$ cat config.mk
export PLATFORM = sky130hd
export DESIGN_NAME = bounce_easing_curve
export DESIGN_NICKNAME = d
export VERILOG_FILES = /design/src/hdl/bec_pkg.sv /design/src/hdl/bec_shape.sv /design/src/hdl/bec_scale.sv /design/src/hdl/bounce_easing_curve.sv
export SDC_FILE = /design/constraint.sdc
export NUM_CORES = 2
export LEC_CHECK = 0
export ABC_AREA = 1
export BUFFER_PORTS_ARGS = -buffer_cell sky130_fd_sc_hd__buf_4
export CAP_MARGIN = 15
export CELL_PAD_IN_SITES_DETAIL_PLACEMENT = 1
export CELL_PAD_IN_SITES_GLOBAL_PLACEMENT = 1
export CORE_MARGIN = 5
export CORE_UTILIZATION = 40
export CTS_CLUSTER_SIZE = 20
export DETAILED_ROUTE_END_ITERATION = 10
export GPL_TIMING_DRIVEN = 0
export PLACE_DENSITY_LB_ADDON = 0.1
export SKIP_LAST_GASP = 1
export SYNTH_ARGS = -nofsm -noshare
export SYNTH_HDL_FRONTEND = slang
export SYNTH_HIERARCHICAL = 1
export SYNTH_SLANG_ARGS = --single-unit
$ cat constraint.sdc
create_clock -name clk -period 9.7 [get_ports clk]
set_input_delay 1.455 -clock clk [delete_from_list [all_inputs] [get_ports clk]]
set_output_delay 1.455 -clock clk [all_outputs]
set_load 0.005 [all_outputs]
$ cat src/hdl/bec_pkg.sv
// ----------------------------------------------------------------------------
// bec_pkg
// Shared types and constants for the bounce easing curve pipeline.
// ----------------------------------------------------------------------------
package bec_pkg;

  // Curve selector codes carried on the func port.
  localparam logic [1:0] FUNC_OUT   = 2'd0;
  localparam logic [1:0] FUNC_IN    = 2'd1;
  localparam logic [1:0] FUNC_INOUT = 2'd2;

  // How the shape value b is turned into the Q31 factor f.
  typedef enum logic [1:0] {
    FM_OUT,       // f = 2*b
    FM_IN,        // f = 2*(1 - b)
    FM_INOUT_LO,  // f = 1 - b
    FM_INOUT_HI   // f = 1 + b
  } bec_fmode_t;

  // Parabola segment of the bounce shape.
  typedef enum logic [1:0] {
    SEG_0,
    SEG_1,
    SEG_2,
    SEG_3
  } bec_seg_t;

  // Q30 offsets k of the four segments: 0, 0.75, 0.9375 and 0.984375.
  localparam logic [30:0] K_SEG_0 = 31'd0;
  localparam logic [30:0] K_SEG_1 = 31'd3 << 28;
  localparam logic [30:0] K_SEG_2 = 31'd15 << 26;
  localparam logic [30:0] K_SEG_3 = 31'd63 << 24;

  // 1.0 in Q30.
  localparam logic [31:0] ONE_Q30 = 32'h4000_0000;

  // Interpolation data that travels next to the curve factor.
  typedef struct packed {
    logic [31:0] origin;  // start value, Q16.16 two's complement
    logic        neg;     // target below origin
    logic [32:0] dmag;    // |target - origin|
  } bec_side_t;

endpackage

$ cat src/hdl/bec_shape.sv
// ----------------------------------------------------------------------------
// bec_shape
// Five-stage pipeline from selector and progress to the Q31 curve factor.
// ----------------------------------------------------------------------------
module bec_shape #(
  parameter int P = 15
) (
  input  logic        clk,
  input  logic        rst,
  input  logic        in_valid,
  input  logic [1:0]  func,
  input  logic [15:0] progress,
  output logic        f_valid,
  output logic [31:0] f
);

  localparam int UW  = P + 1;
  localparam int CW  = (P + 2 > 16) ? P + 2 : 16;
  localparam int AW  = P + 5;
  localparam int MW  = P + 3;
  localparam int SW  = 2 * MW;
  localparam int XW  = 2 * P + 15;
  localparam int S   = 2 * P - 24;
  localparam int SR  = (S > 0) ? S : 0;
  localparam int SL  = (S < 0) ? -S : 0;
  localparam int SRH = (SR > 0) ? SR - 1 : 0;

  localparam logic [CW-1:0] ONE_T  = CW'(1) << P;
  localparam logic [AW-1:0] A_BRK1 = AW'(8) << P;
  localparam logic [AW-1:0] A_BRK2 = AW'(16) << P;
  localparam logic [AW-1:0] A_BRK3 = AW'(20) << P;
  localparam logic [XW-1:0] RND    = (SR > 0) ? (XW'(1) << SRH) : '0;

  // Stage 1: clamp progress and form the shape argument.
  logic [CW-1:0]       t_ext;
  logic [CW-1:0]       t_cl;
  logic [CW-1:0]       t2;
  logic [CW-1:0]       u_calc;
  bec_pkg::bec_fmode_t mode_calc;
  logic [UW-1:0]       u1;
  bec_pkg::bec_fmode_t mode1;
  logic                v1;

  always_comb begin
    t_ext = CW'(progress);
    t_cl  = (t_ext > ONE_T) ? ONE_T : t_ext;
    t2    = t_cl << 1;
    case (func)
      bec_pkg::FUNC_IN: begin
        u_calc    = ONE_T - t_cl;
        mode_calc = bec_pkg::FM_IN;
      end
      bec_pkg::FUNC_INOUT: begin
        if (t2 < ONE_T) begin
          u_calc    = ONE_T - t2;
          mode_calc = bec_pkg::FM_INOUT_LO;
        end else begin
          u_calc    = t2 - ONE_T;
          mode_calc = bec_pkg::FM_INOUT_HI;
        end
      end
      default: begin
        u_calc    = t_cl;
        mode_calc = bec_pkg::FM_OUT;
      end
    endcase
  end

  always_ff @(posedge clk) begin
    u1    <= UW'(u_calc);
    mode1 <= mode_calc;
  end

  // Stage 2: scale by 22 and find the segment.
  logic [AW-1:0]       a_calc;
  bec_pkg::bec_seg_t   seg_calc;
  logic [AW-1:0]       a2;
  bec_pkg::bec_seg_t   seg2;
  bec_pkg::bec_fmode_t mode2;
  logic                v2;

  always_comb begin
    a_calc = AW'(u1) * AW'(22);
    if (a_calc < A_BRK1) begin
      seg_calc = bec_pkg::SEG_0;
    end else if (a_calc < A_BRK2) begin
      seg_calc = bec_pkg::SEG_1;
    end else if (a_calc < A_BRK3) begin
      seg_calc = bec_pkg::SEG_2;
    end else begin
      seg_calc = bec_pkg::SEG_3;
    end
  end

  always_ff @(posedge clk) begin
    a2    <= a_calc;
    seg2  <= seg_calc;
    mode2 <= mode1;
  end

  // Stage 3: distance from the segment center, in units of 1/22.
  logic [AW-1:0]       c_calc;
  logic [AW-1:0]       d_calc;
  logic [MW-1:0]       mag3;
  bec_pkg::bec_seg_t   seg3;
  bec_pkg::bec_fmode_t mode3;
  logic                v3;

  always_comb begin
    unique case (seg2)
      bec_pkg::SEG_0: c_calc = '0;
      bec_pkg::SEG_1: c_calc = AW'(12) << P;
      bec_pkg::SEG_2: c_calc = AW'(18) << P;
      bec_pkg::SEG_3: c_calc = AW'(21) << P;
      default:        c_calc = '0;
    endcase
    d_calc = (a2 >= c_calc) ? (a2 - c_calc) : (c_calc - a2);
  end

  always_ff @(posedge clk) begin
    mag3  <= MW'(d_calc);
    seg3  <= seg2;
    mode3 <= mode2;
  end

  // Stage 4: square.
  logic [SW-1:0]       sq4;
  bec_pkg::bec_seg_t   seg4;
  bec_pkg::bec_fmode_t mode4;
  logic                v4;

  always_ff @(posedge clk) begin
    sq4   <= mag3 * mag3;
    seg4  <= seg3;
    mode4 <= mode3;
  end

  // Stage 5: round into Q30, add the segment offset and form the factor.
  logic [XW-1:0] term_x;
  logic [30:0]   k_calc;
  logic [30:0]   b_calc;
  logic [31:0]   f_calc;

  always_comb begin
    term_x = ((XW'(sq4) + RND) >> SR) << SL;
    unique case (seg4)
      bec_pkg::SEG_0: k_calc = bec_pkg::K_SEG_0;
      bec_pkg::SEG_1: k_calc = bec_pkg::K_SEG_1;
      bec_pkg::SEG_2: k_calc = bec_pkg::K_SEG_2;
      bec_pkg::SEG_3: k_calc = bec_pkg::K_SEG_3;
      default:        k_calc = bec_pkg::K_SEG_0;
    endcase
    b_calc = term_x[30:0] + k_calc;
    unique case (mode4)
      bec_pkg::FM_OUT:      f_calc = {b_calc, 1'b0};
      bec_pkg::FM_IN:       f_calc = (bec_pkg::ONE_Q30 - {1'b0, b_calc}) << 1;
      bec_pkg::FM_INOUT_LO: f_calc = bec_pkg::ONE_Q30 - {1'b0, b_calc};
      bec_pkg::FM_INOUT_HI: f_calc = bec_pkg::ONE_Q30 + {1'b0, b_calc};
      default:              f_calc = {b_calc, 1'b0};
    endcase
  end

  always_ff @(posedge clk) begin
    f <= f_calc;
  end

  always_ff @(posedge clk) begin
    if (rst) begin
      v1      <= 1'b0;
      v2      <= 1'b0;
      v3      <= 1'b0;
      v4      <= 1'b0;
      f_valid <= 1'b0;
    end else begin
      v1      <= in_valid;
      v2      <= v1;
      v3      <= v2;
      v4      <= v3;
      f_valid <= v4;
    end
  end

endmodule

$ cat src/hdl/bec_scale.sv
// ----------------------------------------------------------------------------
// bec_scale
// Three-stage pipeline that scales the difference by the factor, rounds,
// adds the origin and saturates.
// ----------------------------------------------------------------------------
module bec_scale (
  input  logic              clk,
  input  logic              rst,
  input  logic              f_valid,
  input  logic [31:0]       f,
  input  bec_pkg::bec_side_t side,
  output logic              done,
  output logic [31:0]       eased_value,
  output logic              saturated
);

  // Stage A: two partial products of |d| * f.
  logic [47:0] plo_a;
  logic [48:0] phi_a;
  logic [31:0] origin_a;
  logic        neg_a;
  logic        v_a;

  always_ff @(posedge clk) begin
    plo_a    <= side.dmag[15:0] * f;
    phi_a    <= side.dmag[32:16] * f;
    origin_a <= side.origin;
    neg_a    <= side.neg;
  end

  // Stage B: combine and round half away from zero at 2^-31.
  logic [63:0] sum_b;
  logic [32:0] prod_b;
  logic [31:0] origin_b;
  logic        neg_b;
  logic        v_b;

  assign sum_b = {phi_a[47:0], 16'd0} + {16'd0, plo_a} + (64'd1 << 30);

  always_ff @(posedge clk) begin
    prod_b   <= sum_b[63:31];
    origin_b <= origin_a;
    neg_b    <= neg_a;
  end

  // Stage C: apply the sign, add the origin and clip to 32 bits.
  logic [34:0] delta_c;
  logic [34:0] r_c;
  logic        over_c;

  always_comb begin
    delta_c = neg_b ? (35'd0 - {2'b00, prod_b}) : {2'b00, prod_b};
    r_c     = {{3{origin_b[31]}}, origin_b} + delta_c;
    over_c  = (r_c[34:31] != 4'b0000) && (r_c[34:31] != 4'b1111);
  end

  always_ff @(posedge clk) begin
    if (over_c) begin
      eased_value <= r_c[34] ? 32'h8000_0000 : 32'h7FFF_FFFF;
    end else begin
      eased_value <= r_c[31:0];
    end
    saturated <= over_c;
  end

  always_ff @(posedge clk) begin
    if (rst) begin
      v_a  <= 1'b0;
      v_b  <= 1'b0;
      done <= 1'b0;
    end else begin
      v_a  <= f_valid;
      v_b  <= v_a;
      done <= v_b;
    end
  end

endmodule

$ cat src/hdl/bounce_easing_curve.sv
// ----------------------------------------------------------------------------
// bounce_easing_curve
// Bounce easing interpolator: origin + (target - origin) * curve(progress),
// with ease-out, ease-in and ease-in-out bounce shapes, Q16.16 values and a
// saturation flag.
// ----------------------------------------------------------------------------
//
//   Channel   Handshake        Payload
//   -------   --------------   -------------------------------------------
//   item in   start / busy     func, origin_value, target_value, progress
//   item out  done (strobe)    eased_value, saturated
//
// A new item can enter on every cycle, and each item passes through every
// stage below in turn, from the edge that accepts it to its done strobe.
// The depth is set by the shape pipeline (argument, segment, distance,
// square, factor) followed by the partial-product multiply stage, the
// combine and round stage and the final add and clip stage. Busy is always
// low since nothing in the pipeline ever waits, and the receiver takes each
// result in the cycle it appears. Reset clears only the valid bits; items in
// flight are dropped.
//
module bounce_easing_curve #(
  parameter int PROGRESS_FRAC_BITS = 15
) (
  input  logic        clk,
  input  logic        rst,
  input  logic        start,
  output logic        busy,
  input  logic [1:0]  func,
  input  logic [31:0] origin_value,
  input  logic [31:0] target_value,
  input  logic [15:0] progress,
  output logic        done,
  output logic [31:0] eased_value,
  output logic        saturated
);

  // The pipeline accepts an item on every cycle.
  assign busy = 1'b0;

  logic accept;
  assign accept = start && !busy;

  // The curve factor path.
  logic        f_valid;
  logic [31:0] f;

  bec_shape #(
    .P(PROGRESS_FRAC_BITS)
  ) u_shape (
    .clk      (clk),
    .rst      (rst),
    .in_valid (accept),
    .func     (func),
    .progress (progress),
    .f_valid  (f_valid),
    .f        (f)
  );

  // The difference path runs beside the shape pipeline so that origin and
  // |d| line up with the factor five stages later. The difference is taken
  // on 33 bits so that it never wraps.
  localparam int SIDE_DLY = 3;

  logic [32:0]        d1;
  logic [31:0]        origin1;
  bec_pkg::bec_side_t side2;
  bec_pkg::bec_side_t side_dly [SIDE_DLY];

  always_ff @(posedge clk) begin
    d1      <= {target_value[31], target_value} - {origin_value[31], origin_value};
    origin1 <= origin_value;
  end

  always_ff @(posedge clk) begin
    side2.origin <= origin1;
    side2.neg    <= d1[32];
    side2.dmag   <= d1[32] ? (33'd0 - d1) : d1;
  end

  always_ff @(posedge clk) begin
    side_dly[0] <= side2;
    for (int i = 1; i < SIDE_DLY; i++) begin
      side_dly[i] <= side_dly[i-1];
    end
  end

  // Scaling, rounding and clipping.
  bec_scale u_scale (
    .clk         (clk),
    .rst         (rst),
    .f_valid     (f_valid),
    .f           (f),
    .side        (side_dly[SIDE_DLY-1]),
    .done        (done),
    .eased_value (eased_value),
    .saturated   (saturated)
  );

endmodule

Word-level counts from Yosys, hierarchy flattened
Memories as Yosys holds them, arrays and structs flattened.
Cells that the tools add are included.
{"block": "word_totals", "regBits": 502, "latch_bits": 0, "mem_bits_rw": 198, "rom_bits": 0, "input_bits": 85, "word_cells": 95, "mem_count": 1}
{"memory": "side_dly", "words": 3, "width": 66, "rd": 3, "rd_clocked_by_memory_dff": 0, "write_ports": 3, "line": "bounce_easing_curve.sv:68", "rtl": "bec_pkg::bec_side_t side_dly [SIDE_DLY];"}
{"block": "classes", "n_addsub": 15, "mul": 4, "n_div": 0, "magnitude_cmp": 6, "eq_ne": 12, "n_shift": 0, "mux": 15, "n_bitwise": 0, "reduce_logical": 6}
{"operator": "$pmux 32 s4", "n": 1}
{"operator": "$pmux 31 s4", "n": 1}
{"operator": "$mux 32", "n": 3}
{"operator": "$pmux 20 s4", "n": 1}
{"operator": "$add 64x31->64 const B", "n": 1}
{"operator": "$add 64x48->64", "n": 1}
{"operator": "$mul 16x32->48", "n": 1}
{"operator": "$mul 17x32->48", "n": 1}
{"operator": "$lt 20x20->1 const B", "n": 2}
{"operator": "$add 36x6->37 const B", "n": 1}
{"operator": "$mul 18x18->36", "n": 1}
{"operator": "$sub 18x18->18", "n": 2}
{"operator": "$add 35x35->35", "n": 1}
{"operator": "$mux 35", "n": 1}
{"operator": "$sub 1x33->34 const A", "n": 1}
{"operator": "$sub 1x33->33 const A", "n": 1}
{"operator": "$sub 32x32->33", "n": 1}
{"operator": "$add 31x31->32 const A", "n": 1}
{"operator": "$mux 16", "n": 2}
{"operator": "$pmux 16 s2", "n": 1}
{"operator": "$sub 16x16->16 const A", "n": 2}
{"operator": "$sub 31x31->32 const A", "n": 1}
{"operator": "$add 31x31->31", "n": 1}
{"operator": "$ge 20x20->1", "n": 1}
{"operator": "other kinds (15)", "n": 28}

Logic depth before layout (Yosys ltp)
{"block": "logic_depth", "word_depth": 6, "depth_mapped": 29, "mapped_depth_nobuf": 27}

By module
The synthesis kept the hierarchy.
{"mod": "bec_scale", "n_inst": 1, "cells_per_inst": 6053, "area_per_inst_um2": 45285.9}
{"mod": "bec_shape", "n_inst": 1, "cells_per_inst": 2370, "area_per_inst_um2": 17386.7}
{"mod": "bounce_easing_curve", "n_inst": 1, "cells_per_inst": 1086, "area_per_inst_um2": 10227.3}

Worst setup path before layout
OpenSTA, ideal clock, no wires.
{"block": "synth_path", "path_kind": "register to register", "start": "reg u_shape.mag3[8]", "end": "reg u_shape.sq4[32]", "setup_ns": 0.125, "arrival_ns": 5.485, "path_slack_ns": 4.090, "path_stages_with_launch": 22, "cell_sequence": "dfxtp_1 clkbuf_1 clkbuf_1 nand2_1 fa_1 inv_1 fa_1 inv_1 fa_1 inv_1 fa_1 fa_1 inv_1 fa_1 inv_1 ha_1 nand2_1 nor4_1 nand3_1 o211ai_1 a31oi_1 xor2_1"}
{"block": "synth_between", "elab_chain_len": 1}
{"item": "from (decl)", "line": "bec_shape.sv:104", "rtl": "logic [MW-1:0] mag3;"}
{"item": "from (signal assigned)", "line": "bec_shape.sv:121", "rtl": "mag3 <= MW'(d_calc);"}
{"item": "$mul 18x18->36", "line": "bec_shape.sv:133", "rtl": "sq4 <= mag3 * mag3;"}
{"item": "to (signal assigned)", "line": "bec_shape.sv:133"}
{"item": "to (decl)", "line": "bec_shape.sv:127", "rtl": "logic [SW-1:0] sq4;"}
Every way passes these cells.
A chain may end at the register's enable or synchronous reset.

Worst setup path in the final report
{"block": "layout_path", "start": "reg u_shape.f[14]", "end": "reg u_scale.plo_a[27]"}
{"block": "layout_between", "elab_chain_len": 1}
{"item": "from (decl)", "line": "bec_shape.sv:14", "rtl": "output logic [31:0] f"}
{"item": "from (signal assigned)", "line": "bec_shape.sv:164", "rtl": "f <= f_calc;"}
{"item": "$mul 16x32->48", "line": "bec_scale.sv:25", "rtl": "plo_a <= side.dmag[15:0] * f;"}
{"item": "to (signal assigned)", "line": "bec_scale.sv:25"}
{"item": "to (decl)", "line": "bec_scale.sv:18", "rtl": "logic [47:0] plo_a;"}
Every way passes these cells.

==> impl_metrics.csv <==
group,metric,value,unit
run_status,status,"complete, no violations",
place,placed_cell_area,76780,um^2
clocking,clock-sinks,678,
cells_and_area,final_cells,12140,
yosys,synth_async_sr_flop_share,0,%
clocking,cts_tree,"done",
route,drt.antenna.violating_nets,0,
cells_and_area,postLayoutCellArea,79500,um^2
clocking,clk_pin_slew,0.06,ns
cells_and_area,nFillCells,22481,
critical_path,crit_path_max_fanout,10,
route,drt-pass1-iter-count,5,
timing,period_minus_slack,7.763,ns
timing,setup_viol,0,
place,place.gp.congestion,0.9344,
yosys,ys_types,58,
yosys,synth.area.top_cells,"fa_1, dfxtp_1, nand2_1",
critical_path,path_class,"register to register",
floorplan,die_y,436.9,um
cells_and_area,nets,11403,
clocking,cts.htree.levels,3,
yosys,ys_seq_area_share,18.62,%
global_routing,overflow,0,
place,dp_slack,1.810,ns
clocking,clk_latency,0.69,ns
timing,rsz0062_at_grt,"no",
route,wl,265500,um
floorplan,core_area,180900,um^2
yosys,avgSynthCellArea,7.666,um^2
timing,clock_skew,0.04975,ns
yosys,yosys-top-cells-count,"nand2_1, inv_1, fa_1, dfxtp_1, ha_1",
global_routing,grt_pass1_wl,401800,um
route,drt-initial-drc-count,3792,
place,portBuffers,118,
floorplan,dieWidth,436.9,um
clocking,cts_setup_buffers,0,
yosys,synth-edff-count,0,
global_routing,grt_max_degree,15,
yosys,ys_warn_count,6,
critical_path,ff2ff_setup_slack,1.94,ns
route,via_per_inst,5.010,
critical_path,crit_arrival,8.27,ns
clocking,cts_buffers,76,
place,hpwl,227700,um
clocking,cts_resized,0,
clocking,cts_buffer_depth,3,
yosys,synth_fp_nets,11205,
timing,timing.setup.tns,0,ns
timing,finalWorstSetupSlack,1.937,ns
floorplan,pin_count,120,
yosys,synthCells,9509,
global_routing,antenna_found_initial,6,
clocking,cts-root-buf,"clkbuf_16",
timing,worst-slew-pin-transition,1.319,ns
yosys,yosysMostFrequentCell,"nand2_1",
critical_path,r2r_cells,20,
yosys,synth_ff_type,"dfxtp_1",
timing,slew_viol_final,0,
min_path,hold_path_class,"register to register",
floorplan,die_area,190900,um^2
critical_path,worstSetupStartpointType,"register",
critical_path,crit_start,"u_shape/f[14]",
timing,clock.fmax,128.8,MHz
route,vias,60826,
global_routing,grt_pass1_vias,65753,
critical_path,r2r-end,"u_scale/plo_a[27]",
critical_path,critPathRequiredTime,10.21,ns
route,drc,0,
timing,period_share,80.03,%
cells_and_area,drive_above_1_share,3.912,%
cells_and_area,multi_input_area,49040,um^2
cells_and_area,synthToLayoutAreaGrowth,9.054,%
global_routing,track_usage,27.71,%
critical_path,crit_path_end_kind,"register",
yosys,yosysTopAreaCellShare,29.49,%
clocking,cts-hold-fix-buffers,0,
route,wl_per_cell,21.87,um
critical_path,reg2reg_from,"u_shape/f[14]",
yosys,synth-seq-cells,678,
job,drv_cap,0,
yosys,yosysTopAreaCell,"fa_1",
floorplan,start_util,40.29,%
yosys,netlist_area,72900,um^2
cells_and_area,ff_latch_area,13570,um^2
timing,hold_viol_final,0,
timing,maxSlewHeadroom,12.10,%
place,placed_cells,11999,
critical_path,cp-endpoint,"u_scale/plo_a[27]",
floorplan,std_cell_rows,156,
-- flip-flops by register name (all words and copies together), names as in the netlist, 16 cells and up --
register / flops
side2: 66
u_scale/prod_b: 33
d1: 33
u_scale/origin_a: 32
u_scale/plo_a: 32
origin1: 32
u_shape/mag3: 17
side_dly: 198
u_scale/eased_value: 32
u_shape/a2: 19
u_shape/f: 32
u_shape/u1: 16
u_scale/origin_b: 32
u_scale/phi_a: 48
u_shape/sq4: 31
-- area by class of cell --
cell class | instances | area share [%]
Antenna cell | 5 | 0.01574
Buffer | 298 | 1.527
Clock buffer | 101 | 2.712
Clock inverter | 35 | 0.6925
Inverter | 2417 | 11.41
Multi-Input combinational cell | 6116 | 61.69
Sequential cell | 678 | 17.07
Tap cell | 2370 | 3.730
Timing Repair Buffer | 120 | 1.152
-- worst min path at each step --
stage	depth (start not counted)	start	slack, ns	endpoint
after floorplan	0	origin1[0]	0.31	side2[34]
after global placement	0	side_dly[0][102]	0.31	side_dly[0][168]
after detailed placement	0	origin1[23]	0.31	side2[57]
after CTS	0	u_shape/mode3[1]	0.30	u_shape/mode4[1]
after global routing	0	u_shape/mode3[1]	0.32	u_shape/mode4[1]
final	0	u_shape/mode3[1]	0.31	u_shape/mode4[1]
-- layout by cell type (no fill, tap or decap), types with 42 or more instances in the layout --
cell	Yosys	final
buf_4	5	123
nand2_1	2475	2475
ha_1	537	537
a21oi_1	297	297
nand3_1	288	288
clkbuf_16	0	76
dfxtp_1	678	678
fa_1	1074	1074
o21ai_0	184	184
xor2_1	217	217
nor3_1	56	56
nor2_1	512	512
a31oi_1	42	42
xnor2_1	75	75
inv_1	2409	2409
clkbuf_1	270	279
nand4_1	76	76
-- per-layer routing --
metal  share of wire, %  GRT usage (%)  up-vias  routed length, um
li1                   -              -    28305                  -
met1                 45          37.44    30741             118300
met2                 46          46.04     1435             122900
met3                5.3          3.640      345              14000
met4                3.9          9.181        0              10290
met5                  0              0        -                  0
-- critical path, cell delays in order, from the launching register on --
cell and delay [ns]:
dfxtp_1 0.30, clkbuf_1 0.44, clkbuf_1 0.90, nand2_1 0.21, fa_1 0.59, inv_1 0.05
fa_1 0.46, fa_1 0.52, fa_1 0.52, fa_1 0.55, inv_1 0.06, fa_1 0.72
inv_1 0.08, ha_1 0.51, nand2_1 0.18, nor2_1 0.23, inv_1 0.13, nor4_1 0.30
nand2_1 0.08, nand2_1 0.21, xor2_1 0.53
-- kinds of logic after synthesis --
logic type | Yosys count | share of synthesized area, %
xor gates and xnor gates | 293 | 3.530
and+or+nand+nor | 3556 | 19.98
DFF | 678 | 18.62
other | 1 | 0.005144
buffers and inverters | 2715 | 14.11
adders and majority gates | 1611 | 38.71
AOI/OAI and AO/OA | 655 | 5.043
-- per-stage QoR --
stage | utilization, % | hold slack [ns]
after global routing | 43.93 | 0.3153
final | 43.94 | 0.3115
after detailed placement | 42.43 | 0.3132
after CTS | 43.93 | 0.3018
after floorplan | - | 0.3096
after global placement | 42.42 | 0.3097
Power is left out: the tool's default activity adds up to more than one toggle a clock period on the data nets, which glitch-free logic cannot reach.
